<file path="config.mk">
export PLATFORM = sky130hd
export DESIGN_NAME = relay_pid_autotuner_unit
export DESIGN_NICKNAME = d
export VERILOG_FILES = /design/src/rtl/rpa_pkg.sv /design/src/rtl/rpa_mul.sv /design/src/rtl/rpa_div.sv /design/src/rtl/relay_pid_autotuner_unit.sv
export SDC_FILE = /design/constraint.sdc
export NUM_CORES = 2
export LEC_CHECK = 0
export ABC_CLOCK_PERIOD_IN_PS = 14100
export BUFFER_PORTS_ARGS = -buffer_cell sky130_fd_sc_hd__buf_4
export CORE_ASPECT_RATIO = 1.75
export CORE_MARGIN = 2
export CORE_UTILIZATION = 38
export CTS_CLUSTER_DIAMETER = 40
export DETAILED_ROUTE_END_ITERATION = 8
export HOLD_SLACK_MARGIN = 0.12
export PLACE_DENSITY_LB_ADDON = 0.15
export SETUP_SLACK_MARGIN = 0.3
export SLEW_MARGIN = 5
export SYNTH_ARGS = -nofsm -noshare
export SYNTH_HDL_FRONTEND = slang
export SYNTH_SLANG_ARGS = --single-unit
</file>
<file path="constraint.sdc">
create_clock -name clock -period 14.1 [get_ports clock]
set_clock_uncertainty 0.2 [all_clocks]
set_input_delay 2.115 -clock clock [delete_from_list [all_inputs] [get_ports clock]]
set_output_delay 2.115 -clock clock [all_outputs]
set_load 0.02 [all_outputs]
</file>
<file path="src/rtl/rpa_pkg.sv">
// Relay autotuner package: payload structs, register indexes, constants.
// Used by every file of the relay autotuner; depends on nothing.
package rpa_pkg;

   localparam int POS_W   = 15;
   localparam int TIME_W  = 32;
   localparam int AMP_W   = 7;
   localparam int CSR_W   = 15;
   localparam int GAIN_W  = 32;
   localparam int FA_W    = 32;
   localparam int FP_W    = 40;

   // serial arithmetic widths
   localparam int DIV_XW  = 96;
   localparam int DIV_DW  = 48;
   localparam int MUL_AW  = 64;

   localparam int DEF_CYCLES_PER_GAIN = 5;

   localparam logic [POS_W-1:0] POS_FULL       = 15'd25600;
   localparam logic [AMP_W-1:0] AMP_MAX        = 7'd100;
   localparam logic [POS_W-1:0] THRESHOLD_RST  = 15'd15360;
   localparam logic [AMP_W-1:0] AMPLITUDE_RST  = 7'd20;

   localparam logic [19:0] AMP_SCALE   = 20'd800000;  // 8 * 100000
   localparam logic [18:0] PI_SCALE    = 19'd314159;
   localparam logic [25:0] KI_SCALE    = 26'd64000000;
   localparam logic [31:0] KD_DIV      = 32'd3200000000;
   localparam logic [6:0]  KP_DIV      = 7'd100;
   localparam logic [4:0]  FILT_DIV    = 5'd20;

   localparam logic CSR_THRESHOLD = 1'b0;
   localparam logic CSR_AMPLITUDE = 1'b1;

   localparam logic [1:0] SEL_KP = 2'd0;
   localparam logic [1:0] SEL_KI = 2'd1;
   localparam logic [1:0] SEL_KD = 2'd2;

   typedef struct packed {
      logic [POS_W-1:0]  position;
      logic [TIME_W-1:0] time_us;
   } req_type;

   typedef struct packed {
      logic signed [7:0] drive;
      logic              gain_valid;
      logic [1:0]        gain_select;
      logic [GAIN_W-1:0] gain_value;
      logic              gain_error;
   } rsp_type;

endpackage

</file>
<file path="src/rtl/rpa_mul.sv">
// Bit-serial shift-add multiplier, one multiplier bit per cycle.
// Depends on rpa_pkg for operand widths.
module rpa_mul (
   input  logic                           clock,
   input  logic                           reset,
   input  logic                           go,
   input  logic [rpa_pkg::MUL_AW-1:0]     a,
   input  logic [rpa_pkg::DIV_DW-1:0]     b,
   output logic                           done,
   output logic [rpa_pkg::DIV_XW-1:0]     prod
);

   logic                          busy_ff, busy_in;
   logic                          done_ff, done_in;
   logic [rpa_pkg::DIV_XW-1:0]    a_ff, a_in;
   logic [rpa_pkg::DIV_DW-1:0]    b_ff, b_in;
   logic [rpa_pkg::DIV_XW-1:0]    acc_ff, acc_in;

   always_comb begin
      busy_in = busy_ff;
      done_in = 1'b0;
      a_in    = a_ff;
      b_in    = b_ff;
      acc_in  = acc_ff;
      if (go) begin
         a_in    = rpa_pkg::DIV_XW'(a);
         b_in    = b;
         acc_in  = '0;
         busy_in = 1'b1;
      end else if (busy_ff) begin
         if (b_ff == '0) begin
            busy_in = 1'b0;
            done_in = 1'b1;
         end else begin
            if (b_ff[0]) acc_in = acc_ff + a_ff;
            a_in = a_ff << 1;
            b_in = b_ff >> 1;
         end
      end
   end

   always_ff @(posedge clock) begin
      if (reset) begin
         busy_ff <= 1'b0;
         done_ff <= 1'b0;
      end else begin
         busy_ff <= busy_in;
         done_ff <= done_in;
      end
      a_ff   <= a_in;
      b_ff   <= b_in;
      acc_ff <= acc_in;
   end

   assign done = done_ff;
   assign prod = acc_ff;

endmodule

</file>
<file path="src/rtl/rpa_div.sv">
// Restoring bit-serial divider giving round(x / d), halves up; one quotient bit a cycle.
// Depends on rpa_pkg for operand widths.
module rpa_div (
   input  logic                        clock,
   input  logic                        reset,
   input  logic                        go,
   input  logic [rpa_pkg::DIV_XW-1:0]  x,
   input  logic [rpa_pkg::DIV_DW-1:0]  d,
   output logic                        done,
   output logic [rpa_pkg::DIV_XW-1:0]  q
);

   localparam int CNT_W = $clog2(rpa_pkg::DIV_XW);

   logic                          busy_ff, busy_in;
   logic                          done_ff, done_in;
   logic [CNT_W-1:0]              cnt_ff, cnt_in;
   logic [rpa_pkg::DIV_XW-1:0]    dvd_ff, dvd_in;
   logic [rpa_pkg::DIV_DW-1:0]    rem_ff, rem_in;
   logic [rpa_pkg::DIV_DW-1:0]    dsr_ff, dsr_in;
   logic [rpa_pkg::DIV_DW:0]      rem_sh, rem_sub;
   logic                          fits;

   always_comb begin
      rem_sh  = {rem_ff, dvd_ff[rpa_pkg::DIV_XW-1]};
      fits    = rem_sh >= {1'b0, dsr_ff};
      rem_sub = rem_sh - {1'b0, dsr_ff};
      busy_in = busy_ff;
      done_in = 1'b0;
      cnt_in  = cnt_ff;
      dvd_in  = dvd_ff;
      rem_in  = rem_ff;
      dsr_in  = dsr_ff;
      if (go) begin
         // pre-add half the divisor for round to nearest
         dvd_in  = x + rpa_pkg::DIV_XW'(d >> 1);
         rem_in  = '0;
         dsr_in  = d;
         cnt_in  = '0;
         busy_in = 1'b1;
      end else if (busy_ff) begin
         rem_in = fits ? rem_sub[rpa_pkg::DIV_DW-1:0] : rem_sh[rpa_pkg::DIV_DW-1:0];
         dvd_in = {dvd_ff[rpa_pkg::DIV_XW-2:0], fits};
         cnt_in = cnt_ff + 1'b1;
         if (cnt_ff == CNT_W'(rpa_pkg::DIV_XW - 1)) begin
            busy_in = 1'b0;
            done_in = 1'b1;
         end
      end
   end

   always_ff @(posedge clock) begin
      if (reset) begin
         busy_ff <= 1'b0;
         done_ff <= 1'b0;
         cnt_ff  <= '0;
      end else begin
         busy_ff <= busy_in;
         done_ff <= done_in;
         cnt_ff  <= cnt_in;
      end
      dvd_ff <= dvd_in;
      rem_ff <= rem_in;
      dsr_ff <= dsr_in;
   end

   assign done = done_ff;
   assign q    = dvd_ff;

endmodule

</file>
<file path="src/rtl/relay_pid_autotuner_unit.sv">
// Relay autotuner top level: relay drive, cycle tracking, filters and gain sequencer.
// Depends on rpa_pkg, rpa_mul and rpa_div.
// A tick with no falling crossing gives its registered result in the cycle after transfer.
// A falling crossing runs serial divider passes: two when the filtered amplitude or
// period is zero, else four plus one serial multiply for Kp or two for Ki and Kd.
// One tick at a time.
// Reset (synchronous, active high) restores the config registers and tracking state to defaults.
module relay_pid_autotuner_unit #(
   parameter int CYCLES_PER_GAIN = rpa_pkg::DEF_CYCLES_PER_GAIN
) (
   input  logic                      clock,
   input  logic                      reset,
   input  logic                      req_valid,
   output logic                      req_stall,
   input  rpa_pkg::req_type          req_data,
   output logic                      rsp_valid,
   input  logic                      rsp_stall,
   output rpa_pkg::rsp_type          rsp_data,
   input  logic                      csr_we,
   input  logic                      csr_index,
   input  logic [rpa_pkg::CSR_W-1:0] csr_wdata
);

   // sequencer states
   localparam logic [2:0] ST_IDLE = 3'd0;
   localparam logic [2:0] ST_FA   = 3'd1;  // amplitude filter divide
   localparam logic [2:0] ST_FP   = 3'd2;  // period filter divide
   localparam logic [2:0] ST_DEN  = 3'd3;  // pi * amplitude multiply
   localparam logic [2:0] ST_KU   = 3'd4;  // ultimate gain divide
   localparam logic [2:0] ST_GM   = 3'd5;  // Ki / Kd multiply
   localparam logic [2:0] ST_GD   = 3'd6;  // final gain divide

   localparam int XW = rpa_pkg::DIV_XW;
   localparam int DW = rpa_pkg::DIV_DW;

   // config registers
   logic [rpa_pkg::POS_W-1:0] thr_ff, thr_in;
   logic [rpa_pkg::AMP_W-1:0] amp_ff, amp_in;

   // tracking state
   logic                       above_ff, above_in;
   logic [31:0]                start_ff, start_in;
   logic [rpa_pkg::POS_W-1:0]  min_ff, min_in, max_ff, max_in;
   logic [rpa_pkg::FA_W-1:0]   fa_ff, fa_in;
   logic [rpa_pkg::FP_W-1:0]   fp_ff, fp_in;
   logic [2:0]                 cnt_ff, cnt_in;
   logic [1:0]                 sel_ff, sel_in;

   // sequencer
   logic [2:0]                 state_ff, state_in;
   logic [rpa_pkg::FP_W-1:0]   px_ff, px_in;
   logic signed [7:0]          drive_ff, drive_in;

   // arithmetic unit launch
   logic                       div_go_ff, div_go_in, mul_go_ff, mul_go_in;
   logic [XW-1:0]              div_x_ff, div_x_in;
   logic [DW-1:0]              div_d_ff, div_d_in, mul_b_ff, mul_b_in;
   logic [rpa_pkg::MUL_AW-1:0] mul_a_ff, mul_a_in;
   logic                       div_done, mul_done;
   logic [XW-1:0]              div_q, mul_p;

   // result register
   logic                       rsp_valid_ff, rsp_valid_in;
   rpa_pkg::rsp_type           rsp_ff, rsp_in;

   // per-tick combinational
   logic [rpa_pkg::POS_W-1:0]  pos_sat;
   logic [rpa_pkg::AMP_W-1:0]  amp_sat;
   logic                       above, falling, accept;
   logic signed [7:0]          drive;
   logic [22:0]                ax;
   logic [2:0]                 cnt_next;
   logic [1:0]                 sel_next;
   logic [26:0]                num_hi;
   logic [rpa_pkg::FP_W-1:0]   fp_new;
   logic [rpa_pkg::GAIN_W-1:0] gain_sat;

   rpa_mul u_mul (
      .clock (clock), .reset (reset), .go (mul_go_ff),
      .a (mul_a_ff), .b (mul_b_ff), .done (mul_done), .prod (mul_p)
   );

   rpa_div u_div (
      .clock (clock), .reset (reset), .go (div_go_ff),
      .x (div_x_ff), .d (div_d_ff), .done (div_done), .q (div_q)
   );

   assign req_stall = (state_ff != ST_IDLE) || (rsp_valid_ff && rsp_stall);
   assign accept    = req_valid && !req_stall;

   always_comb begin
      pos_sat = (req_data.position > rpa_pkg::POS_FULL) ? rpa_pkg::POS_FULL
                                                         : req_data.position;
      amp_sat = (amp_ff > rpa_pkg::AMP_MAX) ? rpa_pkg::AMP_MAX : amp_ff;
      above   = pos_sat > thr_ff;
      falling = above_ff && !above;
      drive   = above ? -$signed({1'b0, amp_sat}) : $signed({1'b0, amp_sat});
      // peak-to-peak; inverted bounds (no sample yet) count as zero
      ax      = (max_ff > min_ff) ? {max_ff - min_ff, 8'b0} : '0;
      // gain rotation: counter rolls over at CYCLES_PER_GAIN
      if (32'(cnt_ff) >= 32'(CYCLES_PER_GAIN)) begin
         cnt_next = 3'd1;
         sel_next = (sel_ff >= 2'd2) ? rpa_pkg::SEL_KP : sel_ff + 2'd1;
      end else begin
         cnt_next = cnt_ff + 3'd1;
         sel_next = sel_ff;
      end
      num_hi   = 27'(amp_sat) * 27'(rpa_pkg::AMP_SCALE);
      fp_new   = div_q[rpa_pkg::FP_W-1:0];
      gain_sat = (|div_q[XW-1:rpa_pkg::GAIN_W]) ? '1 : div_q[rpa_pkg::GAIN_W-1:0];
   end

   always_comb begin
      thr_in   = thr_ff;
      amp_in   = amp_ff;
      above_in = above_ff;
      start_in = start_ff;
      min_in   = min_ff;
      max_in   = max_ff;
      fa_in    = fa_ff;
      fp_in    = fp_ff;
      cnt_in   = cnt_ff;
      sel_in   = sel_ff;
      state_in = state_ff;
      px_in    = px_ff;
      drive_in = drive_ff;
      div_go_in = 1'b0;
      mul_go_in = 1'b0;
      div_x_in = div_x_ff;
      div_d_in = div_d_ff;
      mul_a_in = mul_a_ff;
      mul_b_in = mul_b_ff;
      rsp_valid_in = rsp_valid_ff && rsp_stall;
      rsp_in   = rsp_ff;

      if (csr_we) begin
         case (csr_index)
            rpa_pkg::CSR_THRESHOLD: thr_in = csr_wdata;
            rpa_pkg::CSR_AMPLITUDE: amp_in = csr_wdata[rpa_pkg::AMP_W-1:0];
            default: ;
         endcase
      end

      case (state_ff)
         ST_IDLE: begin
            if (accept) begin
               above_in = above;
               drive_in = drive;
               if (falling) begin
                  // cycle end: bounds restart from this sample
                  start_in = req_data.time_us;
                  px_in    = {req_data.time_us - start_ff, 8'b0};
                  min_in   = pos_sat;
                  max_in   = pos_sat;
                  cnt_in   = cnt_next;
                  sel_in   = sel_next;
                  div_x_in = XW'(ax) + XW'(fa_ff) + (XW'(fa_ff) << 4) + (XW'(fa_ff) << 1);
                  div_d_in = DW'(rpa_pkg::FILT_DIV);
                  div_go_in = 1'b1;
                  state_in = ST_FA;
               end else begin
                  if (pos_sat < min_ff) min_in = pos_sat;
                  if (pos_sat > max_ff) max_in = pos_sat;
                  rsp_valid_in = 1'b1;
                  rsp_in = '{drive: drive, gain_valid: 1'b0, gain_select: 2'd0,
                             gain_value: '0, gain_error: 1'b0};
               end
            end
         end
         ST_FA: begin
            if (div_done) begin
               fa_in    = div_q[rpa_pkg::FA_W-1:0];
               div_x_in = XW'(px_ff) + XW'(fp_ff) + (XW'(fp_ff) << 4) + (XW'(fp_ff) << 1);
               div_d_in = DW'(rpa_pkg::FILT_DIV);
               div_go_in = 1'b1;
               state_in = ST_FP;
            end
         end
         ST_FP: begin
            if (div_done) begin
               fp_in = fp_new;
               if (fa_ff == '0 || fp_new == '0) begin
                  rsp_valid_in = 1'b1;
                  rsp_in = '{drive: drive_ff, gain_valid: 1'b1, gain_select: sel_ff,
                             gain_value: '1, gain_error: 1'b1};
                  state_in = ST_IDLE;
               end else begin
                  mul_a_in  = rpa_pkg::MUL_AW'(fa_ff);
                  mul_b_in  = DW'(rpa_pkg::PI_SCALE);
                  mul_go_in = 1'b1;
                  state_in  = ST_DEN;
               end
            end
         end
         ST_DEN: begin
            if (mul_done) begin
               div_x_in  = {37'b0, num_hi, 32'b0};
               div_d_in  = mul_p[DW-1:0];
               div_go_in = 1'b1;
               state_in  = ST_KU;
            end
         end
         ST_KU: begin
            if (div_done) begin
               case (sel_ff)
                  rpa_pkg::SEL_KP: begin
                     div_x_in  = XW'(div_q[63:0]) + (XW'(div_q[63:0]) << 5)
                               + (XW'(div_q[63:0]) << 1);
                     div_d_in  = DW'(rpa_pkg::KP_DIV);
                     div_go_in = 1'b1;
                     state_in  = ST_GD;
                  end
                  rpa_pkg::SEL_KI: begin
                     mul_a_in  = div_q[63:0];
                     mul_b_in  = DW'(rpa_pkg::KI_SCALE);
                     mul_go_in = 1'b1;
                     state_in  = ST_GM;
                  end
                  default: begin
                     mul_a_in  = div_q[63:0];
                     mul_b_in  = DW'(fp_ff);
                     mul_go_in = 1'b1;
                     state_in  = ST_GM;
                  end
               endcase
            end
         end
         ST_GM: begin
            if (mul_done) begin
               div_x_in  = mul_p;
               div_d_in  = (sel_ff == rpa_pkg::SEL_KI) ? DW'(fp_ff) : DW'(rpa_pkg::KD_DIV);
               div_go_in = 1'b1;
               state_in  = ST_GD;
            end
         end
         ST_GD: begin
            if (div_done) begin
               rsp_valid_in = 1'b1;
               rsp_in = '{drive: drive_ff, gain_valid: 1'b1, gain_select: sel_ff,
                          gain_value: gain_sat, gain_error: 1'b0};
               state_in = ST_IDLE;
            end
         end
         default: state_in = ST_IDLE;
      endcase
   end

   always_ff @(posedge clock) begin
      if (reset) begin
         thr_ff       <= rpa_pkg::THRESHOLD_RST;
         amp_ff       <= rpa_pkg::AMPLITUDE_RST;
         above_ff     <= 1'b0;
         start_ff     <= '0;
         min_ff       <= rpa_pkg::POS_FULL;
         max_ff       <= '0;
         fa_ff        <= '0;
         fp_ff        <= '0;
         cnt_ff       <= '0;
         sel_ff       <= '0;
         state_ff     <= ST_IDLE;
         div_go_ff    <= 1'b0;
         mul_go_ff    <= 1'b0;
         rsp_valid_ff <= 1'b0;
      end else begin
         thr_ff       <= thr_in;
         amp_ff       <= amp_in;
         above_ff     <= above_in;
         start_ff     <= start_in;
         min_ff       <= min_in;
         max_ff       <= max_in;
         fa_ff        <= fa_in;
         fp_ff        <= fp_in;
         cnt_ff       <= cnt_in;
         sel_ff       <= sel_in;
         state_ff     <= state_in;
         div_go_ff    <= div_go_in;
         mul_go_ff    <= mul_go_in;
         rsp_valid_ff <= rsp_valid_in;
      end
      px_ff    <= px_in;
      drive_ff <= drive_in;
      div_x_ff <= div_x_in;
      div_d_ff <= div_d_in;
      mul_a_ff <= mul_a_in;
      mul_b_ff <= mul_b_in;
      rsp_ff   <= rsp_in;
   end

   assign rsp_valid = rsp_valid_ff;
   assign rsp_data  = rsp_ff;

endmodule

</file>
== Word level (Yosys, flattened, before mapping) ==
Index checks and enable logic that the tools add are counted.

* Register bits: 951
* Input port bits: 68

* Reduce and logical (&&, ||, !) cells: 41
* Order comparisons: 9
* Equality and inequality tests: 22
* $mul: 1
* Add/subtract/negate cells: 17
* Bitwise logic cells: 4
* Mux-type cells: 90

{| class="wikitable"
|+ Operators with widths
! operator !! count
|-
| 2-to-1 mux 96 bit || 9
|-
| 2-to-1 mux 48 bit || 14
|-
| case mux 96 bit (5 select lines) || 1
|-
| 2-to-1 mux 64 bit || 7
|-
| case mux 48 bit (5 select lines) || 1
|-
| 2-to-1 mux 44 bit || 5
|-
| case mux 48 bit (2 select lines) || 2
|-
| case mux 44 bit (3 select lines) || 1
|-
| case mux 64 bit (2 select lines) || 1
|-
| adder 96 x 47 -> 96 bit || 1
|-
| adder 96 bit || 1
|-
| 2-to-1 mux 15 bit || 5
|-
| adder 70 x 65 -> 71 bit || 1
|-
| adder 64 x 69 -> 70 bit || 1
|-
| OR reduction 64 bit || 1
|-
| >= comparator 49 x 48 -> 1 bit || 1
|-
| zero test 48 bit || 1
|-
| subtractor 48 bit || 1
|-
| adder 45 x 41 -> 46 bit || 1
|-
| adder 41 x 44 -> 45 bit || 1
|-
| > comparator 15 bit || 3
|-
| adder 40 x 40 -> 41 bit || 1
|-
| zero test 40 bit || 1
|-
| 2-to-1 mux 40 bit || 1
|-
| 51 further kinds || 122
|}

== Depth between registers and ports, before layout ==
* Depth in word-level cells: 8
* Gate-level depth with buffers: 28
* Mapped depth without buffers: 28

== By module ==
Synthesis repeated with hierarchy kept, for this count alone.

* Cells, all modules: 7,099
* Area, all modules: 66,239.8 um^2

{| class="wikitable"
|+ Modules (own cells, without submodules)
! module !! cells an instance !! sequential area each (um^2) !! times used !! area each (um^2)
|-
| relay_pid_autotuner_unit || 3,873 || 13,332.8 || 1 || 36,577.6
|-
| rpa_mul || 1,691 || 5,965.7 || 1 || 15,431.0
|-
| rpa_div || 1,535 || 5,465.2 || 1 || 14,231.1
|}

== Worst setup path before layout ==
No wires, ideal clock.

* Path type: input to register
* From: input req_data[42] (netlist bit)
* To: register div_go_ff
* Arrival time: 13.546 ns
* Library setup time: 0.110 ns
* Data required time: 13.790 ns
* Setup slack: 0.243 ns
* Cell stages on the path: 14
* Cells stage by stage: o311ai_0 -> clkbuf_1 -> and2_1 -> ha_1 -> a21o_1 -> a21o_1 -> a21o_1 -> a21oi_1 -> nor2_1 -> o31ai_1 -> nand3_1 -> clkbuf_1 -> a31oi_1 -> and2_1

* Longest elaborated chain between the ends: 8

{| class="wikitable"
|+ Ends and longest elaborated chain
! what !! line !! RTL
|-
| from (decl) || relay_pid_autotuner_unit.sv:15 || <nowiki>input rpa_pkg::req_type req_data,</nowiki>
|-
| > comparator 15 bit || relay_pid_autotuner_unit.sv:92 || <nowiki>pos_sat = (req_data.position > rpa_pkg::POS_FULL) ? rpa_pkg::POS_FULL</nowiki>
|-
| 2-to-1 mux 15 bit || relay_pid_autotuner_unit.sv:92 ||
|-
| net pos_sat, one bit || relay_pid_autotuner_unit.sv:67 || <nowiki>logic [rpa_pkg::POS_W-1:0] pos_sat;</nowiki>
|-
| > comparator 15 bit || relay_pid_autotuner_unit.sv:95 || <nowiki>above = pos_sat > thr_ff;</nowiki>
|-
| zero test 1 bit || relay_pid_autotuner_unit.sv:96 || <nowiki>falling = above_ff && !above;</nowiki>
|-
| logical AND 1 bit || relay_pid_autotuner_unit.sv:96 ||
|-
| 2-to-1 mux 1 bit || relay_pid_autotuner_unit.sv:149 || <nowiki>if (falling) begin</nowiki>
|-
| 2-to-1 mux 1 bit || relay_pid_autotuner_unit.sv:146 || <nowiki>if (accept) begin</nowiki>
|-
| case mux 1 bit (4 select lines) || relay_pid_autotuner_unit.sv:144 || <nowiki>case (state_ff)</nowiki>
|-
| to (signal assigned) || relay_pid_autotuner_unit.sv:276 || <nowiki>div_go_ff <= div_go_in;</nowiki>
|-
| to (decl) || relay_pid_autotuner_unit.sv:55 || <nowiki>logic div_go_ff, div_go_in, mul_go_ff, mul_go_in;</nowiki>
|}

The timed path passes the listed nets, and every way through them passes these cells.
A chain may end at the register's enable or synchronous reset.

== Final worst setup path ==
* From: register min_ff[1] (netlist bit)
* To: register div_x_ff[35] (data pin)

* Longest elaborated chain between the ends: 8
* Elaborated cells on any way between the ends: 9

{| class="wikitable"
|+ Ends and longest elaborated chain
! what !! line !! RTL
|-
| from (decl) || relay_pid_autotuner_unit.sv:43 || <nowiki>logic [rpa_pkg::POS_W-1:0] min_ff, min_in, max_ff, max_in;</nowiki>
|-
| from (signal assigned) || relay_pid_autotuner_unit.sv:254 || <nowiki>min_ff <= rpa_pkg::POS_FULL;</nowiki>
|-
| from (signal assigned) || relay_pid_autotuner_unit.sv:269 || <nowiki>min_ff <= min_in;</nowiki>
|-
| subtractor 15 bit / > comparator 15 bit (equally long branches) || relay_pid_autotuner_unit.sv:99 || <nowiki>ax = (max_ff > min_ff) ? {max_ff - min_ff, 8'b0} : '0;</nowiki>
|-
| 2-to-1 mux 23 bit * || relay_pid_autotuner_unit.sv:99 ||
|-
| adder 23 x 32 -> 33 bit * || relay_pid_autotuner_unit.sv:157 || <nowiki>div_x_in = XW'(ax) + XW'(fa_ff) + (XW'(fa_ff) << 4) + (XW'(fa_ff) << 1);</nowiki>
|-
| adder 33 x 36 -> 37 bit * || relay_pid_autotuner_unit.sv:157 ||
|-
| adder 37 x 33 -> 38 bit * || relay_pid_autotuner_unit.sv:157 ||
|-
| 2-to-1 mux 96 bit * || relay_pid_autotuner_unit.sv:149 ||
|-
| 2-to-1 mux 96 bit * || relay_pid_autotuner_unit.sv:146 ||
|-
| case mux 96 bit (5 select lines) * || relay_pid_autotuner_unit.sv:144 ||
|-
| net div_x_in[35] || relay_pid_autotuner_unit.sv:56 || <nowiki>logic [XW-1:0] div_x_ff, div_x_in;</nowiki>
|-
| to (signal assigned) || relay_pid_autotuner_unit.sv:282 || <nowiki>div_x_ff <= div_x_in;</nowiki>
|-
| to (decl) || relay_pid_autotuner_unit.sv:56 ||
|}

The timed path passes the listed nets; every way through them passes the cells marked *. The select of a mux whose other input is x is not followed.

==> impl_metrics.csv <==
group,metric,value,unit
run_status,status,"complete, no violations",
critical_path,path_class,"reg2reg",
grt,grt_overflow,0,
die,core,0.170,mm²
logic_synthesis,synth_top_flop_cell,"edfxtp_1",
clocking,root_buffer,"clkbuf_16",
logic_synthesis,async_reset_ff_frac,0,
die,dieArea,0.175,mm²
hold_path,hold_path.class,"reg2reg",
power_and_ir_drop,power.total,0.0132,W
logic_synthesis,synth-seq-cells,935,
die,die_height,551,µm
critical_path,timing.rr.end,"div_x_ff[35]",
logic_synthesis,synthCells,7068,
sta,finalHoldViolCount,0,
critical_path,arrival,7.53,ns
critical_path,r2r_slack,6.90,ns
critical_path,critPathTopFamily,"compound AO/OA/AOI/OAI gates",
sta,rsz0062_at_grt,"false",
logic_synthesis,syn_nets,7839,
hold_path,hold_start,"div_d_ff[0]",
drt,drt-pass1-iter-count,7,
grt,grt_max_degree,182,
place,io_buffers,113,
critical_path,r2r_start,"min_ff[1]",
clocking,post_cts_buffers,0,
finish,drive_gt1_frac,0.0924,
logic_synthesis,synth_top_area_share,0.268,
grt,grt_pass1_vias,56000,
critical_path,crit_slowest_cell,"fa_1",
drt,drc,0,
critical_path,cp-start-kind,"flop",
place,dpl_worst_slack,6.98,ns
critical_path,path_buf_inv,1,
critical_path,cp_common_cell,"o21ai_0",
die,io_pins,114,
drt,drt_iter0_markers,3843,
hold_path,holdPathStages,0,
power_and_ir_drop,leakagePower,29.4,nW
logic_synthesis,yosys.area.top_type,"edfxtp_1",
power_and_ir_drop,p_per_area,181,mW/mm²
finish,utilization,0.430,
drt,post_drt_wl_per_cell,26.9,µm
sta,tightestPinTransition,1.37,ns
critical_path,cpPeakStageDelay,0.47,ns
sta,fin_setup_tns,0,ns
clocking,clockBufferDepth,4,
sta,fin_hold_ws,0.245,ns
die,start_util,0.383,
drt,num_vias,54600,
sta,max_slew_margin,0.0767,
grt,track_usage,0.288,
finish,nNetsFinal,7860,
grt,grt_pass1_wl,369000,µm
sta,fin_ws,6.90,ns
clocking,cts_tree,"built",
place,dp_hpwl,198000,µm
finish,multi_input_area,0.0383,mm²
clocking,htree_levels,4,
finish,seqCellArea,0.0245,mm²
critical_path,cp_max_fo,14,
critical_path,cp-end-kind,"flop",
die,die_x,317,µm
finish,syn_to_final_growth,12.5,%
drt,ant_nets,0,
grt,antenna_found_initial,14,
drt,wl,254000,µm
sta,finalCriticalPeriod,7.20,ns
place,gp_congestion,1.01,
sta,min_period_over_period,0.510,
logic_synthesis,ys_warn_count,0,
die,rows,200,
logic_synthesis,synth.top_cells.by_area,"edfxtp_1 (27%), dfxtp_1 (11%), ha_1 (10%), fa_1 (5.7%), a21oi_1 (5.6%)",
clocking,cts_buffers,149,
sta,setup-violations-final,0,
sta,slew_viol_final,0,
power_and_ir_drop,peakVddDrop,0.000137,V
logic_synthesis,synth_area,0.0650,mm²
logic_synthesis,synth-seq-area-share,0.377,
logic_synthesis,yosys.cell_types.count,95,
sta,max_freq,0.139,GHz
logic_synthesis,synth-edff-count,580,
hold_path,hold_end,"u_div.dsr_ff[0]",
finish,final_common_cell,"nand2_1",
clocking,clk_pin_slew,0.06,ns
finish,fillerInstances,16700,
clocking,cts.sinks,935,
logic_synthesis,synth.avg_cell_area,9.20,µm²
finish,layout_common_cells,"nand2_1 (962), a21oi_1 (731), edfxtp_1 (580)",
critical_path,required,14.44,ns
run,drv_cap,0,
clocking,hold_buffers,0,
drt,vias_per_cell,5.79,
clocking,insertion_delay,0.82,ns
critical_path,reg2reg_depth,26,
clocking,cts_resized,0,
state kept, by name (all words and copies together) (netlist names), 3 cells and up:
signal,flops
div_x_ff,96
u_div.q,96
u_mul.a_ff,96
u_mul.prod,96
mul_a_ff,64
div_d_ff,48
u_div.dsr_ff,48
u_div.rem_ff,48
rsp_data,44
fp_ff,40
mul_b_ff,40
u_mul.b_ff,40
fa_ff,32
px_ff,32
start_ff,32
max_ff,15
min_ff,15
thr_ff,15
drive_ff,8
amp_ff,7
u_div.cnt_ff,7
cnt_ff,3
state_ff,3
per-layer routing:
| metal | part of all wire | GRT usage | wire length [µm] | vias up |
|---|---|---|---|---|
| met5 | 0.00019 | 0 | 49 | - |
| met4 | 0.12 | 0.287 | 30200 | 8 |
| met3 | 0.043 | 0.0480 | 10900 | 888 |
| met2 | 0.51 | 0.523 | 130000 | 1667 |
| met1 | 0.33 | 0.266 | 82500 | 26400 |
| li1 | - | - | - | 25700 |
how the worst max path moves through the flow:
| stage | cells after the start | endpoint | from | slack (ns) |
|---|---|---|---|---|
| CTS | 26 | div_x_ff[35] | min_ff[1] | 7.01 |
| global route | 26 | div_x_ff[35] | min_ff[1] | 6.43 |
| floorplan | 13 | div_d_ff[0] | req_data[42] | 3.81 |
| global placement | 26 | div_x_ff[35] | min_ff[1] | 7.04 |
| finish | 26 | div_x_ff[35] | min_ff[1] | 6.90 |
| detailed placement | 26 | div_x_ff[35] | min_ff[1] | 6.98 |
Yosys cell counts (all sizes together), types with 57 or more instances:
cell type	count
nand2	967
a21oi	731
edfxtp	580
nor2	565
ha	519
dfxtp	355
o21ai	333
clkbuf	307
inv	274
xnor2	219
a21o	218
fa	184
xor2	155
mux2	143
nand3	142
and3	131
nand4	125
nor3	114
o21bai	70
nor4	66
nor2b	61
a211oi	57
layout make-up:
| class | count | area share |
|---|---|---|
| multi-input combinational | 5523 | 0.524 |
| tap | 2222 | 0.0380 |
| sequential | 935 | 0.336 |
| timing repair buffer | 205 | 0.0214 |
| antenna | 8 | 0.000274 |
| clock inverter | 93 | 0.0141 |
| inverter | 275 | 0.0142 |
| clock buffer | 167 | 0.0528 |
metrics by stage:
step | instances | cell area (µm²)
after global routing | 9424 | 73100
final | 9428 | 73100
after CTS | 9417 | 73100
after floorplan | 7068 | 65000
after global placement | 9157 | 68200
after detailed placement | 9157 | 68200
power breakdown:
part	internal [W]	total, W	switching, W
Combinational	0.00204	0.00562	0.00358
Sequential	0.00346	0.00389	0.000437
Clock	0.00222	0.00370	0.00149
Total	0.00772	0.0132	0.00550
cell families (layout without fill, tap and decap cells):
group / count (synthesis) / count (layout) / share of synthesized area
AND/OR/NAND/NOR: 2384 / 2384 / 0.168
flip-flops: 935 / 935 / 0.377
buffers and inverters: 610 / 740 / 0.0357
multiplexers: 186 / 186 / 0.0314
XOR/XNOR: 374 / 374 / 0.0504
other: 0 / 8 / 0
adder cells (fa/ha/maj): 703 / 703 / 0.157
AO/OA/AOI/OAI: 1876 / 1876 / 0.181
Note: power is estimated with default switching activity, not from simulation.
